<file path="src/design/brs_pkg.sv">
// brs_pkg: shared widths, types and register codes of the bilinear resize sampler
// no dependencies; used by every module of the block
`timescale 1ns / 1ps
`default_nettype none
package brs_pkg;

  localparam int MAX_SRC_WIDTH  = 256;
  localparam int MAX_SRC_HEIGHT = 256;
  localparam int FRAC_BITS      = 8;

  localparam int CW   = 12;                          // coordinate and target size width
  localparam int SZW  = 9;                           // source size register width
  localparam int PXW  = 32;
  localparam int XW   = $clog2(MAX_SRC_WIDTH);
  localparam int YW   = $clog2(MAX_SRC_HEIGHT);
  localparam int DW   = CW + 1;                      // divisor 2*target
  localparam int PRW  = CW + 1 + SZW;                // (2d+1)*src
  localparam int NW   = PRW + FRAC_BITS;             // numerator
  localparam int NW1  = NW + 1;
  localparam int QB   = ((XW > YW) ? XW : YW) + FRAC_BITS;
  localparam int BAW  = XW + YW - 2;                 // bank address width
  localparam int BANK_DEPTH = 1 << BAW;
  localparam int HW   = 8 + FRAC_BITS + 1;           // horizontal blend width
  localparam int VW   = HW + FRAC_BITS + 1;          // vertical blend width

  localparam int MID_DEPTH = 4;
  localparam int MCW       = $clog2(MID_DEPTH + 1);
  localparam int MPW       = $clog2(MID_DEPTH);
  localparam int OUT_DEPTH = 4;
  localparam int OCW       = $clog2(OUT_DEPTH + 1);
  localparam int OPW       = $clog2(OUT_DEPTH);

  localparam int CFG_IW = 3;
  localparam logic [CFG_IW-1:0] CFG_SRC_W = 3'd0;
  localparam logic [CFG_IW-1:0] CFG_SRC_H = 3'd1;
  localparam logic [CFG_IW-1:0] CFG_DST_W = 3'd2;
  localparam logic [CFG_IW-1:0] CFG_DST_H = 3'd3;

  localparam logic REQ_WRITE  = 1'b0;
  localparam logic REQ_SAMPLE = 1'b1;

  typedef logic [CW-1:0]        dim_t;
  typedef logic [SZW-1:0]       sz_t;
  typedef logic [PRW-1:0]       prod_t;
  typedef logic [NW-1:0]        num_t;
  typedef logic [NW1-1:0]       numx_t;
  typedef logic [QB-1:0]        q_t;
  typedef logic [XW-1:0]        xc_t;
  typedef logic [YW-1:0]        yc_t;
  typedef logic [FRAC_BITS-1:0] frac_t;
  typedef logic [FRAC_BITS:0]   wgt_t;
  typedef logic [HW-1:0]        hsum_t;
  typedef logic [VW-1:0]        vsum_t;

  // item as it travels through the front pipeline
  typedef struct packed {
    logic           kind;      // 1 = sample
    logic           ok;
    logic           wen;
    dim_t           cx;
    dim_t           cy;
    logic [PXW-1:0] pix;
  } front_t;

  // classified word handed from front to back
  typedef struct packed {
    logic           kind;
    logic           ok;
    logic           wen;
    xc_t            x0;
    xc_t            x1;
    yc_t            y0;
    yc_t            y1;
    frac_t          fx;
    frac_t          fy;
    logic [PXW-1:0] pix;
  } mid_t;

  typedef struct packed {
    logic       ok;
    logic [7:0] blue;
    logic [7:0] green;
    logic [7:0] red;
    logic [7:0] alpha;
  } res_t;

endpackage
`default_nettype wire

</file>
<file path="src/design/brs_mid_queue.sv">
// brs_mid_queue: short queue of classified words between front and back
// uses brs_pkg for the word type and depth
`timescale 1ns / 1ps
`default_nettype none
module brs_mid_queue (
  input  wire logic          clk,
  input  wire logic          rst_n,
  input  wire logic          push,
  input  wire brs_pkg::mid_t push_data,
  input  wire logic          pop,
  output brs_pkg::mid_t      head,
  output logic               full,
  output logic               empty
);

  brs_pkg::mid_t                 ent_r [brs_pkg::MID_DEPTH];
  logic [brs_pkg::MPW-1:0]       wp_r, rp_r;
  logic [brs_pkg::MCW-1:0]       cnt_r;

  assign full  = (cnt_r == brs_pkg::MCW'(brs_pkg::MID_DEPTH));
  assign empty = (cnt_r == '0);
  assign head  = ent_r[rp_r];

  always_ff @(posedge clk) begin
    if (!rst_n) begin
      wp_r  <= '0;
      rp_r  <= '0;
      cnt_r <= '0;
    end else begin
      if (push) begin
        wp_r <= brs_pkg::MPW'(wp_r + 1'b1);
      end
      if (pop) begin
        rp_r <= brs_pkg::MPW'(rp_r + 1'b1);
      end
      if (push && !pop) begin
        cnt_r <= cnt_r + 1'b1;
      end else if (pop && !push) begin
        cnt_r <= cnt_r - 1'b1;
      end
    end
  end

  always_ff @(posedge clk) begin
    if (push) begin
      ent_r[wp_r] <= push_data;
    end
  end

endmodule
`default_nettype wire

</file>
<file path="config.mk">
export PLATFORM = sky130hd
export DESIGN_NAME = brs_mid_queue
export DESIGN_NICKNAME = d
export VERILOG_FILES = /design/src/design/brs_pkg.sv /design/src/design/brs_mid_queue.sv
export SDC_FILE = /design/constraint.sdc
export NUM_CORES = 1
export LEC_CHECK = 0
export ABC_CLOCK_PERIOD_IN_PS = 2900
export BUFFER_PORTS_ARGS = -buffer_cell sky130_fd_sc_hd__clkbuf_2
export CAP_MARGIN = 20
export CELL_PAD_IN_SITES_DETAIL_PLACEMENT = 0
export CELL_PAD_IN_SITES_GLOBAL_PLACEMENT = 1
export CORE_UTILIZATION = 45
export DETAILED_ROUTE_END_ITERATION = 8
export PLACE_DENSITY = 0.71
export SYNTH_ARGS = -nofsm -noshare
export SYNTH_HDL_FRONTEND = slang
export SYNTH_SLANG_ARGS = --single-unit
</file>
<file path="constraint.sdc">
create_clock -name clk -period 2.9 [get_ports clk]
set_input_delay 0.145 -clock clk [delete_from_list [all_inputs] [get_ports clk]]
set_output_delay 0.145 -clock clk [all_outputs]
set_load 0.02 [all_outputs]
</file>
# Yosys cells after proc, flatten, opt, wreduce, memory -nomap -nowiden
# Memory sizes are Yosys's and may differ from the RTL's. A register that Yosys moved wholly into a read port is not among the register bits.
# Cells that the tools add are included.
# totals
reg_bits	7
ramBits	332
in_bits	87
output_inout_bits	85
wordCells	21
mem_count	1
# mem_list
name	words	word_bits	rd	rd_clocked_by_memory_dff	write_ports	line	text
ent_r	4	83	1	1	1	brs_mid_queue.sv:16	brs_pkg::mid_t ent_r [brs_pkg::MID_DEPTH];
# op_classes
addsub	4
eq_ne	1
mux	6
reduce_logical	6
# ops
op	count
3-bit 2-to-1 mux	2
2-bit by 1-bit adder with 2-bit output (second input constant)	2
2-bit 2-to-1 mux	2
3-bit by 1-bit adder with 3-bit output (second input constant)	1
3-bit == test (second input constant)	1
3-bit logical NOT	1
3-bit by 1-bit subtractor with 3-bit output (second input constant)	1
1-bit logical AND	2
1-bit logical NOT	2
1-bit 2-to-1 mux	2
2-bit nonzero test	1

# Longest topological paths before layout
# logic_depth
word_depth	4
depth_mapped	7
ltp_nobuf	7

# Worst setup path after synthesis
# No wires, ideal clock.
# synth_path
path_kind	reg-to-reg
start	register wp_r[0] (netlist name)
end	memory ent_r[0][0] (netlist name), enable pin
setup_time_ns	0.450
arrival_time_ns	2.471
t_required_ns	2.450
slack_ns	-0.022
path_stages_with_launch	4
cell_sequence	dfxtp_1 -> inv_1 -> ha_1 -> and2_1
# synth_lines
element	line	text
from (decl)	brs_mid_queue.sv:17	logic [brs_pkg::MPW-1:0] wp_r, rp_r;
from (signal assigned)	brs_mid_queue.sv:31	wp_r <= brs_pkg::MPW'(wp_r + 1'b1);
to (decl)	brs_mid_queue.sv:16	
# No word-level cell before the write port.

==> metrics.md <==
| Metric | Value |
|---|---|
| Switching power | `2.527 mW` |
| Sequential cell area fraction in the yosys report | `0.8170` |
| Leak | `5.386 nW` |
| Mapped Area | `12420 µm²` |
| Drt first pass iters | `4` |
| #FFs+latches synth | `341` |
| Crit end category | `primary output` |
| Comb power frac | `0.113` |
| Total Wirelength | `23070 µm` |
| Max_slew headroom | `0.6137` |
| GP Congestion | `0.7182` |
| Cell Int Power | `8.646 mW` |
| F_max | `428.8 MHz` |
| Full die area | `28280 µm²` |
| Drt first-iter violations | `432` |
| Pwr Total | `11.17 mW` |
| Hold Fails Final Rpt | `0` |
| CTS tree | `yes` |
| Fin Setup TNS | `0 ns` |
| Reg power frac | `0.513` |
| Post-synth ARST share | `0` |
| Synth top area share | `0.8025` |
| Skew final | `0.01071 ns` |
| Post-CTS Setup Repair Bufs | `0` |
| Area of the multi-input gates | `2130 µm²` |
| Worst Path Arrival | `2.19 ns` |
| Routed Antenna Nets | `0` |
| Most frequent cells in the layout | `edfxtp_1, clkbuf_2, dlygate4sd3_1, mux4_2, clkbuf_16` |
| Setup violations, final | `0` |
| DR WL/cell | `20.38 µm` |
| Power Dens Cells | `712.6 nW/µm²` |
| Yosys cell types | `20` |
| Post-synth EDFFs | `332` |
| Post-layout min period | `2.332 ns` |
| I/O pins | `172` |
| Layout cell share with drive strength beyond 1 | `0.4051` |
| CTS Root Cell | `clkbuf_16` |
| Kind of critical path | `reg -> out` |
| Max FO, Critical Path | `49` |
| Synth Warn # | `0` |
| Total number of vias | `5913` |
| Row Count | `60` |
| CP required | `2.76 ns` |
| Sw Share | `0.2262` |
| Die height | `168.2 µm` |
| Synthesized Nets | `569` |
| Status | `finished, final reports clean` |
| CORE AREA | `27030 µm²` |
| Synth Instances | `476` |
| Final net count | `857` |
| Dominant cells by area after synthesis | `edfxtp_1, mux4_2, dfxtp_1` |
| Vias in the first global route | `6523` |
| Largest net degree at the start of global routing | `50` |
| Fillers | `1997` |
| CTS Buf Count | `37` |
| Sink Count | `341` |
| Initial Util | `0.4597` |
| FF/Latch Area | `10160 µm²` |
| Worst-skew pair later-pin latency | `0.50 ns` |
| Most common cell after layout, fill and taps aside | `edfxtp_1` |
| Synthesis-to-finish area growth | `26.22%` |
| Clk pwr share | `0.374` |
| HP Class | `in -> reg` |
| Prevailing post-synth register cell | `edfxtp_1` |
| Worst slew pin tran | `0.5794 ns` |
| Total global routing overflow | `0` |
| Vias/cell | `5.223` |
| Fin crit share | `0.8041` |
| VDD IR max | `0.4987 mV` |
| Initial antenna violation count | `1` |
| H-tree depth | `2` |
| Clock tree buffer depth | `3` |
| PortBufs | `171` |
| Die width | `168.2 µm` |
| CTS clk-pin slew, worst paths | `0.06 ns` |
| Synthesized area per cell | `26.10 µm²` |
| RSZ-0062 raised after global routing | `false` |
| Detail Placement HPWL | `12970 µm` |
| Number of remaining DRC errors | `0` |
| Post-synth top area cell | `edfxtp_1` |
| First-pass GRT wire length | `36280 µm` |
| Max_cap viols | `0` |
| Setup crit start kind | `register` |
| Gr usage total | `0.1696` |
| Max Slew Vio Count | `0` |
==> registers in the layout, indices dropped and copies added, names as in the netlist, named ones only <==
signal / flops
cnt_r: 3
ent_r: 332
wp_r: 2
rp_r: 2
==> Yosys cell counts, types with 2 or more instances <==
| cell type | count |
|---|---|
| xnor2_1 | 2 |
| edfxtp_1 | 332 |
| nor2b_1 | 2 |
| buf_2 | 9 |
| inv_1 | 4 |
| mux2i_1 | 2 |
| mux4_2 | 83 |
| xor2_1 | 3 |
| ha_1 | 5 |
| buf_6 | 8 |
| and2_1 | 9 |
| dfxtp_1 | 9 |
==> per-layer routing <==
layer  vias up  GRT usage  wire length [µm]
li1       2625          -                 -
met1      3056     0.2249              9759
met2       182     0.2846             11400
met3        50    0.03573              1393
met4         0    0.05059               516
met5         -          0                 0
==> critical path: stages (launching register included) <==
cell	delay (ns)
dfxtp_4	0.72
buf_12	0.38
mux4_2	0.40
clkbuf_2	0.18
==> metrics by stage <==
| stage | hold WS, ns | cells | setup slack [ns] | area (µm²) | util |
|---|---|---|---|---|---|
| 5_1_grt | 0.07421 | 1132 | 0.4627 | 15680 | 0.5802 |
| 3_5_place_dp | 0.3651 | 982 | 1.033 | 13760 | 0.5092 |
| 3_3_place_gp | 0.3565 | 982 | 1.040 | 13760 | 0.5092 |
| 4_1_cts | 0.05079 | 1131 | 0.4953 | 15680 | 0.5801 |
| 6_report | 0.07076 | 1132 | 0.5681 | 15680 | 0.5802 |
| 2_1_floorplan | 0.2439 | 476 | 0.8904 | 12430 | - |
==> cell families after synthesis <==
group | share of synthesized area
AND/OR/NAND/NOR | 0.007352
XOR/XNOR | 0.003526
AO/OA/AOI/OAI | 0.001007
buffers and inverters | 0.01239
flip-flops | 0.8170
multiplexers | 0.1521
adder cells (fa/ha/maj) | 0.006647
==> power by group through the flow <==
stage | clock network [mW] | logic [mW] | registers [mW]
2_1_floorplan | 0 | 0.779 | 5.81
3_3_place_gp | 0 | 1.18 | 5.83
3_5_place_dp | 0 | 1.20 | 5.84
4_1_cts | 4.30 | 1.29 | 5.74
5_1_grt | 4.45 | 1.36 | 5.75
6_report | 4.17 | 1.27 | 5.73
==> final cells by class <==
cell class	instances	area share
clock inverter	18	0.007102
tap	341	0.02721
clock buffer	47	0.06144
multi-input combinational	113	0.1358
sequential	341	0.6478
timing repair buffer	267	0.1195
antenna	1	0.0001596
inverter	4	0.0009576
==> path summary, 6_finish.rpt <==
check / start / to / slack [ns] / cells past startpoint
worst max-delay path: register / head[2] / 0.57 / 3
worst min-delay path: push / wp_r[1]$_SDFFE_PN0P_ / 0.07 / 3
worst max register to register: wp_r[0]$_SDFFE_PN0P_ / ent_r[0][5]$_DFFE_PP_ / 1.11 / 4
worst min register to register: cnt_r[2]$_SDFFE_PN0P_ / cnt_r[2]$_SDFFE_PN0P_ / 0.53 / 2
==> what timing repair did <==
item / in CTS / in global routing
resized for setup: 0 / 0
endpoints found under the hold margin: 341 / 0
setup endpoints to repair: 0 / 0
hold buffers: 84 / 0
Note: power is estimated with default switching activity, not from simulation.
