--- config.mk ---
export PLATFORM = sky130hd
export DESIGN_NAME = brs_front
export DESIGN_NICKNAME = d
export VERILOG_FILES = /design/src/design/brs_pkg.sv /design/src/design/brs_front.sv
export SDC_FILE = /design/constraint.sdc
export NUM_CORES = 2
export LEC_CHECK = 0
export ABC_AREA = 1
export BUFFER_PORTS_ARGS = -buffer_cell sky130_fd_sc_hd__buf_4
export CORE_MARGIN = 4
export CORE_UTILIZATION = 46
export DETAILED_ROUTE_END_ITERATION = 12
export PLACE_DENSITY_LB_ADDON = 0.15
export SLEW_MARGIN = 10
export SYNTH_ARGS = -nofsm -noshare
export SYNTH_HDL_FRONTEND = slang
export SYNTH_SLANG_ARGS = --single-unit
--- constraint.sdc ---
create_clock -name clk -period 82.3 [get_ports clk]
set_input_delay 16.46 -clock clk [delete_from_list [all_inputs] [get_ports clk]]
set_output_delay 16.46 -clock clk [all_outputs]
set_load 0.05 [all_outputs]
--- src/design/brs_pkg.sv ---
// brs_pkg: shared widths, types and register codes of the bilinear resize sampler
// no dependencies; used by every module of the block
`timescale 1ns / 1ps
`default_nettype none
package brs_pkg;

  localparam int MAX_SRC_WIDTH  = 256;
  localparam int MAX_SRC_HEIGHT = 256;
  localparam int FRAC_BITS      = 8;

  localparam int CW   = 12;                          // coordinate and target size width
  localparam int SZW  = 9;                           // source size register width
  localparam int PXW  = 32;
  localparam int XW   = $clog2(MAX_SRC_WIDTH);
  localparam int YW   = $clog2(MAX_SRC_HEIGHT);
  localparam int DW   = CW + 1;                      // divisor 2*target
  localparam int PRW  = CW + 1 + SZW;                // (2d+1)*src
  localparam int NW   = PRW + FRAC_BITS;             // numerator
  localparam int NW1  = NW + 1;
  localparam int QB   = ((XW > YW) ? XW : YW) + FRAC_BITS;
  localparam int BAW  = XW + YW - 2;                 // bank address width
  localparam int BANK_DEPTH = 1 << BAW;
  localparam int HW   = 8 + FRAC_BITS + 1;           // horizontal blend width
  localparam int VW   = HW + FRAC_BITS + 1;          // vertical blend width

  localparam int MID_DEPTH = 4;
  localparam int MCW       = $clog2(MID_DEPTH + 1);
  localparam int MPW       = $clog2(MID_DEPTH);
  localparam int OUT_DEPTH = 4;
  localparam int OCW       = $clog2(OUT_DEPTH + 1);
  localparam int OPW       = $clog2(OUT_DEPTH);

  localparam int CFG_IW = 3;
  localparam logic [CFG_IW-1:0] CFG_SRC_W = 3'd0;
  localparam logic [CFG_IW-1:0] CFG_SRC_H = 3'd1;
  localparam logic [CFG_IW-1:0] CFG_DST_W = 3'd2;
  localparam logic [CFG_IW-1:0] CFG_DST_H = 3'd3;

  localparam logic REQ_WRITE  = 1'b0;
  localparam logic REQ_SAMPLE = 1'b1;

  typedef logic [CW-1:0]        dim_t;
  typedef logic [SZW-1:0]       sz_t;
  typedef logic [PRW-1:0]       prod_t;
  typedef logic [NW-1:0]        num_t;
  typedef logic [NW1-1:0]       numx_t;
  typedef logic [QB-1:0]        q_t;
  typedef logic [XW-1:0]        xc_t;
  typedef logic [YW-1:0]        yc_t;
  typedef logic [FRAC_BITS-1:0] frac_t;
  typedef logic [FRAC_BITS:0]   wgt_t;
  typedef logic [HW-1:0]        hsum_t;
  typedef logic [VW-1:0]        vsum_t;

  // item as it travels through the front pipeline
  typedef struct packed {
    logic           kind;      // 1 = sample
    logic           ok;
    logic           wen;
    dim_t           cx;
    dim_t           cy;
    logic [PXW-1:0] pix;
  } front_t;

  // classified word handed from front to back
  typedef struct packed {
    logic           kind;
    logic           ok;
    logic           wen;
    xc_t            x0;
    xc_t            x1;
    yc_t            y0;
    yc_t            y1;
    frac_t          fx;
    frac_t          fy;
    logic [PXW-1:0] pix;
  } mid_t;

  typedef struct packed {
    logic       ok;
    logic [7:0] blue;
    logic [7:0] green;
    logic [7:0] red;
    logic [7:0] alpha;
  } res_t;

endpackage
`default_nettype wire

--- src/design/brs_front.sv ---
// brs_front: accepts words, checks ranges, maps sample coordinates to source
// fixed point through a pipelined restoring divider; uses brs_pkg
`timescale 1ns / 1ps
`default_nettype none
module brs_front (
  input  wire logic                 clk,
  input  wire logic                 rst_n,
  input  wire logic                 in_push,
  output logic                      in_full,
  input  wire logic                 in_req_type,
  input  wire brs_pkg::dim_t        in_coord_x,
  input  wire brs_pkg::dim_t        in_coord_y,
  input  wire logic [31:0]          in_pixel_word,
  input  wire brs_pkg::sz_t         src_w,
  input  wire brs_pkg::sz_t         src_h,
  input  wire brs_pkg::dim_t        dst_w,
  input  wire brs_pkg::dim_t        dst_h,
  input  wire logic                 q_full,
  output logic                      q_push,
  output brs_pkg::mid_t             q_data
);

  localparam int QB = brs_pkg::QB;
  localparam int F  = brs_pkg::FRAC_BITS;

  logic en;
  brs_pkg::front_t pin;

  logic            v0_r, v1_r;
  brs_pkg::front_t p0_r, p1_r;
  brs_pkg::prod_t  prx_r, pry_r;
  brs_pkg::prod_t  prx_nxt, pry_nxt;

  logic            vd_r   [QB+1];
  brs_pkg::front_t pd_r   [QB+1];
  brs_pkg::num_t   rx_r   [QB+1];
  brs_pkg::num_t   ry_r   [QB+1];
  brs_pkg::q_t     qx_r   [QB+1];
  brs_pkg::q_t     qy_r   [QB+1];
  logic            satx_r [QB+1];
  logic            saty_r [QB+1];

  brs_pkg::num_t   rx_nxt [QB+1];
  brs_pkg::num_t   ry_nxt [QB+1];
  brs_pkg::q_t     qx_nxt [QB+1];
  brs_pkg::q_t     qy_nxt [QB+1];
  logic            satx_nxt, saty_nxt;

  logic [brs_pkg::DW-1:0] dx, dy;
  brs_pkg::q_t limx, limy, sx, sy;
  brs_pkg::xc_t x0;
  brs_pkg::yc_t y0;

  assign en      = !q_full;
  assign in_full = !en;
  assign dx      = {dst_w, 1'b0};
  assign dy      = {dst_h, 1'b0};

  always_comb begin
    pin.kind = (in_req_type == brs_pkg::REQ_SAMPLE);
    pin.cx   = in_coord_x;
    pin.cy   = in_coord_y;
    pin.pix  = in_pixel_word;
    pin.ok   = (in_req_type == brs_pkg::REQ_SAMPLE) && (src_w != '0) && (src_h != '0) &&
               (in_coord_x < dst_w) && (in_coord_y < dst_h);
    pin.wen  = (in_req_type == brs_pkg::REQ_WRITE) &&
               (int'(in_coord_x) < brs_pkg::MAX_SRC_WIDTH) &&
               (int'(in_coord_y) < brs_pkg::MAX_SRC_HEIGHT);
  end

  // products, numerators and divider stages
  always_comb begin
    prx_nxt = brs_pkg::prod_t'({p0_r.cx, 1'b1}) * brs_pkg::prod_t'(src_w);
    pry_nxt = brs_pkg::prod_t'({p0_r.cy, 1'b1}) * brs_pkg::prod_t'(src_h);

    if (prx_r > brs_pkg::prod_t'(dst_w)) begin
      rx_nxt[0] = brs_pkg::num_t'(prx_r - brs_pkg::prod_t'(dst_w)) << F;
    end else begin
      rx_nxt[0] = '0;
    end
    if (pry_r > brs_pkg::prod_t'(dst_h)) begin
      ry_nxt[0] = brs_pkg::num_t'(pry_r - brs_pkg::prod_t'(dst_h)) << F;
    end else begin
      ry_nxt[0] = '0;
    end
    qx_nxt[0] = '0;
    qy_nxt[0] = '0;
    satx_nxt = {1'b0, rx_nxt[0]} >= (brs_pkg::numx_t'(dx) << QB);
    saty_nxt = {1'b0, ry_nxt[0]} >= (brs_pkg::numx_t'(dy) << QB);

    for (int j = 0; j < QB; j++) begin
      if ({1'b0, rx_r[j]} >= (brs_pkg::numx_t'(dx) << (QB - 1 - j))) begin
        rx_nxt[j+1] = brs_pkg::num_t'({1'b0, rx_r[j]} -
                                      (brs_pkg::numx_t'(dx) << (QB - 1 - j)));
        qx_nxt[j+1] = qx_r[j] | (brs_pkg::q_t'(1) << (QB - 1 - j));
      end else begin
        rx_nxt[j+1] = rx_r[j];
        qx_nxt[j+1] = qx_r[j];
      end
      if ({1'b0, ry_r[j]} >= (brs_pkg::numx_t'(dy) << (QB - 1 - j))) begin
        ry_nxt[j+1] = brs_pkg::num_t'({1'b0, ry_r[j]} -
                                      (brs_pkg::numx_t'(dy) << (QB - 1 - j)));
        qy_nxt[j+1] = qy_r[j] | (brs_pkg::q_t'(1) << (QB - 1 - j));
      end else begin
        ry_nxt[j+1] = ry_r[j];
        qy_nxt[j+1] = qy_r[j];
      end
    end
  end

  always_ff @(posedge clk) begin
    if (!rst_n) begin
      v0_r <= 1'b0;
      v1_r <= 1'b0;
      for (int j = 0; j <= QB; j++) begin
        vd_r[j] <= 1'b0;
      end
    end else if (en) begin
      v0_r    <= in_push;
      v1_r    <= v0_r;
      vd_r[0] <= v1_r;
      for (int j = 0; j < QB; j++) begin
        vd_r[j+1] <= vd_r[j];
      end
    end
  end

  always_ff @(posedge clk) begin
    if (en) begin
      p0_r      <= pin;
      p1_r      <= p0_r;
      prx_r     <= prx_nxt;
      pry_r     <= pry_nxt;
      pd_r[0]   <= p1_r;
      satx_r[0] <= satx_nxt;
      saty_r[0] <= saty_nxt;
      for (int j = 0; j <= QB; j++) begin
        rx_r[j] <= rx_nxt[j];
        ry_r[j] <= ry_nxt[j];
        qx_r[j] <= qx_nxt[j];
        qy_r[j] <= qy_nxt[j];
      end
      for (int j = 0; j < QB; j++) begin
        pd_r[j+1]   <= pd_r[j];
        satx_r[j+1] <= satx_r[j];
        saty_r[j+1] <= saty_r[j];
      end
    end
  end

  // clamp and neighbour selection
  always_comb begin
    limx = brs_pkg::q_t'(src_w - brs_pkg::sz_t'(1)) << F;
    limy = brs_pkg::q_t'(src_h - brs_pkg::sz_t'(1)) << F;
    sx   = (satx_r[QB] || (qx_r[QB] > limx)) ? limx : qx_r[QB];
    sy   = (saty_r[QB] || (qy_r[QB] > limy)) ? limy : qy_r[QB];
    x0   = sx[F +: brs_pkg::XW];
    y0   = sy[F +: brs_pkg::YW];

    q_push      = en && vd_r[QB];
    q_data.kind = pd_r[QB].kind;
    q_data.ok   = pd_r[QB].ok;
    q_data.wen  = pd_r[QB].wen;
    q_data.pix  = pd_r[QB].pix;
    q_data.fx   = sx[F-1:0];
    q_data.fy   = sy[F-1:0];
    if (pd_r[QB].kind) begin
      q_data.x0 = x0;
      q_data.y0 = y0;
    end else begin
      q_data.x0 = pd_r[QB].cx[brs_pkg::XW-1:0];
      q_data.y0 = pd_r[QB].cy[brs_pkg::YW-1:0];
    end
    if (brs_pkg::sz_t'(x0) + brs_pkg::sz_t'(1) < src_w) begin
      q_data.x1 = brs_pkg::xc_t'(brs_pkg::sz_t'(x0) + brs_pkg::sz_t'(1));
    end else begin
      q_data.x1 = brs_pkg::xc_t'(src_w - brs_pkg::sz_t'(1));
    end
    if (brs_pkg::sz_t'(y0) + brs_pkg::sz_t'(1) < src_h) begin
      q_data.y1 = brs_pkg::yc_t'(brs_pkg::sz_t'(y0) + brs_pkg::sz_t'(1));
    end else begin
      q_data.y1 = brs_pkg::yc_t'(src_h - brs_pkg::sz_t'(1));
    end
  end

endmodule
`default_nettype wire

* After elaboration in Yosys (flattened, before gate mapping)
Memories as Yosys holds them, arrays and structs flattened. Index checks and enable logic that the tools add are counted.
Cells by class: $add $sub $neg 40, multipliers 2, magnitude comparators 44, mux-type cells 93, bitwise logic cells 18, reductions and logical operators 12
Operators by type and width (number):
- 30-bit two-way mux | 34
- 16-bit two-way mux | 4
- 30-bit by 13-bit greater-or-equal comparator with 1-bit output | 2
- 30-bit by 14-bit greater-or-equal comparator with 1-bit output | 2
- 30-bit by 15-bit greater-or-equal comparator with 1-bit output | 2
- 30-bit by 16-bit greater-or-equal comparator with 1-bit output | 2
- 30-bit by 17-bit greater-or-equal comparator with 1-bit output | 2
- 30-bit by 18-bit greater-or-equal comparator with 1-bit output | 2
- 30-bit by 19-bit greater-or-equal comparator with 1-bit output | 2
- 30-bit by 20-bit greater-or-equal comparator with 1-bit output | 2
- 30-bit by 21-bit greater-or-equal comparator with 1-bit output | 2
- 30-bit by 22-bit greater-or-equal comparator with 1-bit output | 2
- 30-bit by 23-bit greater-or-equal comparator with 1-bit output | 2
- 30-bit by 24-bit greater-or-equal comparator with 1-bit output | 2
- 30-bit by 25-bit greater-or-equal comparator with 1-bit output | 2
- 30-bit by 26-bit greater-or-equal comparator with 1-bit output | 2
- 30-bit by 27-bit greater-or-equal comparator with 1-bit output | 2
- 30-bit by 28-bit greater-or-equal comparator with 1-bit output | 2
- 30-bit by 29-bit greater-or-equal comparator with 1-bit output | 2
- 30-bit by 13-bit subtractor with 30-bit output | 2
- 30-bit by 14-bit subtractor with 30-bit output | 2
- 30-bit by 15-bit subtractor with 30-bit output | 2
- 30-bit by 16-bit subtractor with 30-bit output | 2
- 30-bit by 17-bit subtractor with 30-bit output | 2
- 41 further kinds | 127
Storage, ports and cells: bits in registers 164, RAM bits 2618, output and inout bits 85, memories kept 8
Memories:
- pd_r | words 17, width 59, read ports 17, clocked after memory_dff 0, write ports 17, line brs_front.sv:35 | brs_pkg::front_t pd_r [QB+1];
- rx_r | words 17, width 30, read ports 16, clocked after memory_dff 0, write ports 17, line brs_front.sv:36 | brs_pkg::num_t rx_r [QB+1];
- ry_r | words 17, width 30, read ports 16, clocked after memory_dff 0, write ports 17, line brs_front.sv:37 | brs_pkg::num_t ry_r [QB+1];
- qx_r | words 17, width 16, read ports 17, clocked after memory_dff 0, write ports 17, line brs_front.sv:38 | brs_pkg::q_t qx_r [QB+1];
- qy_r | words 17, width 16, read ports 17, clocked after memory_dff 0, write ports 17, line brs_front.sv:39 | brs_pkg::q_t qy_r [QB+1];
- satx_r | words 17, width 1, read ports 17, clocked after memory_dff 0, write ports 17, line brs_front.sv:40 | logic satx_r [QB+1];
- 2 more memories

* Longest topological paths before layout
word-level depth 7, mapped depth 35, gate-level depth less buffers 34

* Least setup slack after synthesis
No wires, ideal clock.
path type in2reg, from input q_full, to register v1_r, setup time 238 ps, data arrival time 65323 ps, data required time 82062 ps, setup slack 16739 ps, cell stages on the path 3, cell sequence inv_1 > nand2_1 > o22ai_1
RTL lines:
- start: declaration | line brs_front.sv:18 | input wire logic q_full,
- end signal: assignment | line brs_front.sv:120 | v1_r <= v0_r;
- end: declaration | line brs_front.sv:29 | logic v0_r, v1_r;

==> flow_metrics.tcl <==
set metrics [dict create \
    antenna_found_initial 8 \
    wl_per_cell_um 17.6 \
    fin_nets 10261 \
    ys_seq_area_share_pct 60.2 \
    finalSetupViolations 0 \
    cts_tree "yes" \
    die_x_um 484 \
    grt_pass1_vias 63771 \
    hold_class "register to register" \
    final_cell_mix "2,090 x edfxtp_1, 1,526 x nand2_1, 1,106 x inv_1" \
    layout_commonest_cell "edfxtp_1" \
    post_cts_resize_count 0 \
    grt_usage_pct 18.6 \
    status "finished clean" \
    crit_required_ps 65840 \
    synth-edff-count 2090 \
    grt_max_degree 201 \
    drt_iter0_markers 4605 \
    die_h_um 484 \
    hold_viol 0 \
    htree_num_levels 4 \
    cp_slowest_cell "o221ai_1" \
    ir_drop_uv 20.1 \
    synthXorXnorAreaFrac_pct 4.65 \
    area_growth_pct 11.6 \
    synthAdderAreaFrac_pct 10.4 \
    yosys_register_bits 2092 \
    power.leakage_uw 0.0461 \
    synthSimpleGateAreaFrac_pct 12.3 \
    p_total_uw 3800 \
    fin_skew_ps 62.5 \
    fin_crit_sh_pct 46.1 \
    maxSlewHeadroom_pct 24.4 \
    place.gp.congestion 0.855 \
    post_cts_buffers 0 \
    syn_nets 9957 \
    crit_arrival_ps 21520 \
    clk_pin_slew_ps 60 \
    drc 0 \
    overflow 0 \
    port_buffers 187 \
    worst_pin_slew_ps 1130 \
    crit_fanout 17 \
    clk_path_buf_depth 3 \
    worstSetupPathType "primary input to output pin" \
    final.min_clock_period_ps 37980 \
    cts.sink_count 2092 \
    power_frac_clock_pct 25.9 \
    worst-path-stages 31 \
    holdPathStages 0 \
    cp_common_cell "nand2_1" \
    drive_gt1_share_pct 7.66 \
    fillCellCount 19563 \
    p_sw_uw 1310 \
    max_stage_delay_ps 390 \
    root_buffer "clkbuf_16" \
    rows 174 \
    combPwrFrac_pct 32.6 \
    critPathTopFamily "simple AND/OR/NAND/NOR gates" \
    synth_top_family_by_area "simple AND/OR/NAND/NOR gates" \
    routed_wl_um 222000 \
    synth_area_um2 104000 \
    grt_pass1_wl_um 348000 \
    vias 64968 \
    dr.pass1.iters 7 \
    synth_area_per_cell_um2 11.5 \
    p_int_uw 2490 \
    synth_compound_area_share_pct 7.41 \
    drtAntennaViolNets 0 \
    max_cap_viol_count 0 \
    end_kind "output pin" \
    holdBufCountCts 0 \
    cp-start-kind "primary input" \
    worst_skew_pair.late_latency_ps 860 \
    synthesis.instances 9098 \
    final_cells 12589 \
    power_density_nw_per_um2 32.6 \
    dp_cells 12177 \
    yosys.cell_types.count 75 \
    vias_per_cell 5.16 \
    p_seq_share_pct 41.5 \
    fin_tns_setup_ps 0 \
    yosysWarnings 0 \
    synth_mux_area_share_pct 0.0108 \
    cts_buffers 215 \
    switching_share_pct 34.5 \
    synth_flop_cell "edfxtp_1" \
    crit_buf_inv 7 \
    fmax_mhz 26.3 \
    hpwl_um 154000 \
    async_flop_share_pct 0 \
    r2r_cells 19 \
    core_area_um2 225000 \
    floorplan.initialDensity_pct 46.3 \
    rsz0062_at_grt "false" \
    fin_util_pct 51.7 \
    slew_violations 0 \
    io_pins 188 \
    die_area_um2 234000 \
]
## per-stage QoR
stage               hold WS [ps]  area, µm²  setup slack (ps)
detailed placement           405     109000             44140
CTS                          351     116000             44110
finish                       368     116000             44320
floorplan                    400     104000             16740
global route                 376     116000             43730
global placement             400     109000             44080
## worst paths after layout
| check | slack (ps) | end | from |
|---|---|---|---|
| setup reg to reg | 77160 | prx_r[16] | p0_r[48] |
| hold reg to reg | 370 | qy_r[3][51] | qy_r[3][35] |
| setup / recovery | 44320 | q_data[66] | src_w[0] |
| hold / removal | 370 | qy_r[3][51] | qy_r[3][35] |
## metal layers
layer	wire [µm]	share of wire, %	GRT usage, %
met5	13	0.0059	0
met4	5920	2.7	5.46
met3	9380	4.2	2.66
met2	96100	43	28.2
met1	110000	50	27.8
## power groups by stage
stage | Combinational, µW | Clock [µW] | Sequential (µW)
finish | 1240 | 982 | 1580
global route | 1410 | 1060 | 1600
CTS | 1240 | 1020 | 1570
detailed placement | 1210 | 0 | 1590
global placement | 1210 | 0 | 1590
floorplan | 949 | 0 | 1630
## area by class of cell
cell class / instances / area (µm²) / share of cell area (%)
antenna: 6 / 15.0 / 0.0129
clock buffer: 260 / 5610 / 4.82
clock inverter: 146 / 1710 / 1.47
inverter: 1132 / 4270 / 3.67
multi-input combinational: 5713 / 36300 / 31.2
sequential: 2092 / 62800 / 54.0
tap: 2992 / 3740 / 3.22
timing repair buffer: 248 / 1890 / 1.62
## kinds of logic after synthesis
kind of cell               count (synthesis)
and+or+nand+nor                         3019
muxes                                      1
DFF                                     2092
buffers and inverters                   1293
AOI/OAI and AO/OA                       1384
xor gates and xnor gates                 553
adders and majority gates                756
## cells in the mapped netlist, drive strengths merged (3+ instances only)
library cell | count | area share [%]
ha | 568 | 6.8
edfxtp | 2090 | 60
xnor2 | 266 | 2.2
a21o | 34 | 0.24
nand4 | 107 | 0.64
nand3b | 23 | 0.17
o21ai | 591 | 2.9
o2111ai | 24 | 0.20
nand2 | 1556 | 5.7
or4 | 3 | 0.022
a41oi | 4 | 0.034
nor4 | 68 | 0.41
and3 | 4 | 0.024
o211ai | 43 | 0.31
or2 | 53 | 0.32
a221oi | 3 | 0.025
o21bai | 23 | 0.17
a31oi | 36 | 0.22
o31ai | 23 | 0.17
nor2 | 780 | 2.9
inv | 1132 | 4.1
o21a | 19 | 0.14
xor2 | 287 | 2.4
nor3b | 7 | 0.050
a2111oi | 7 | 0.059
a211oi | 24 | 0.18
clkbuf | 70 | 0.26
and2 | 9 | 0.054
a21oi | 519 | 2.5
o311ai | 3 | 0.025
nand3 | 278 | 1.4
nor3 | 127 | 0.62
fa | 188 | 3.6
buf | 91 | 0.59
o221ai | 3 | 0.025
a21boi | 19 | 0.15
## flip-flops by register name (all words and copies together), names as in the netlist, 22 cells and up
signal and flops:
prx_r 22, pry_r 22, qy_r 136, p1_r 51, rx_r 373, p0_r 59, qx_r 136, pd_r 867
ry_r 373
Note: power is estimated with default switching activity, not from simulation.
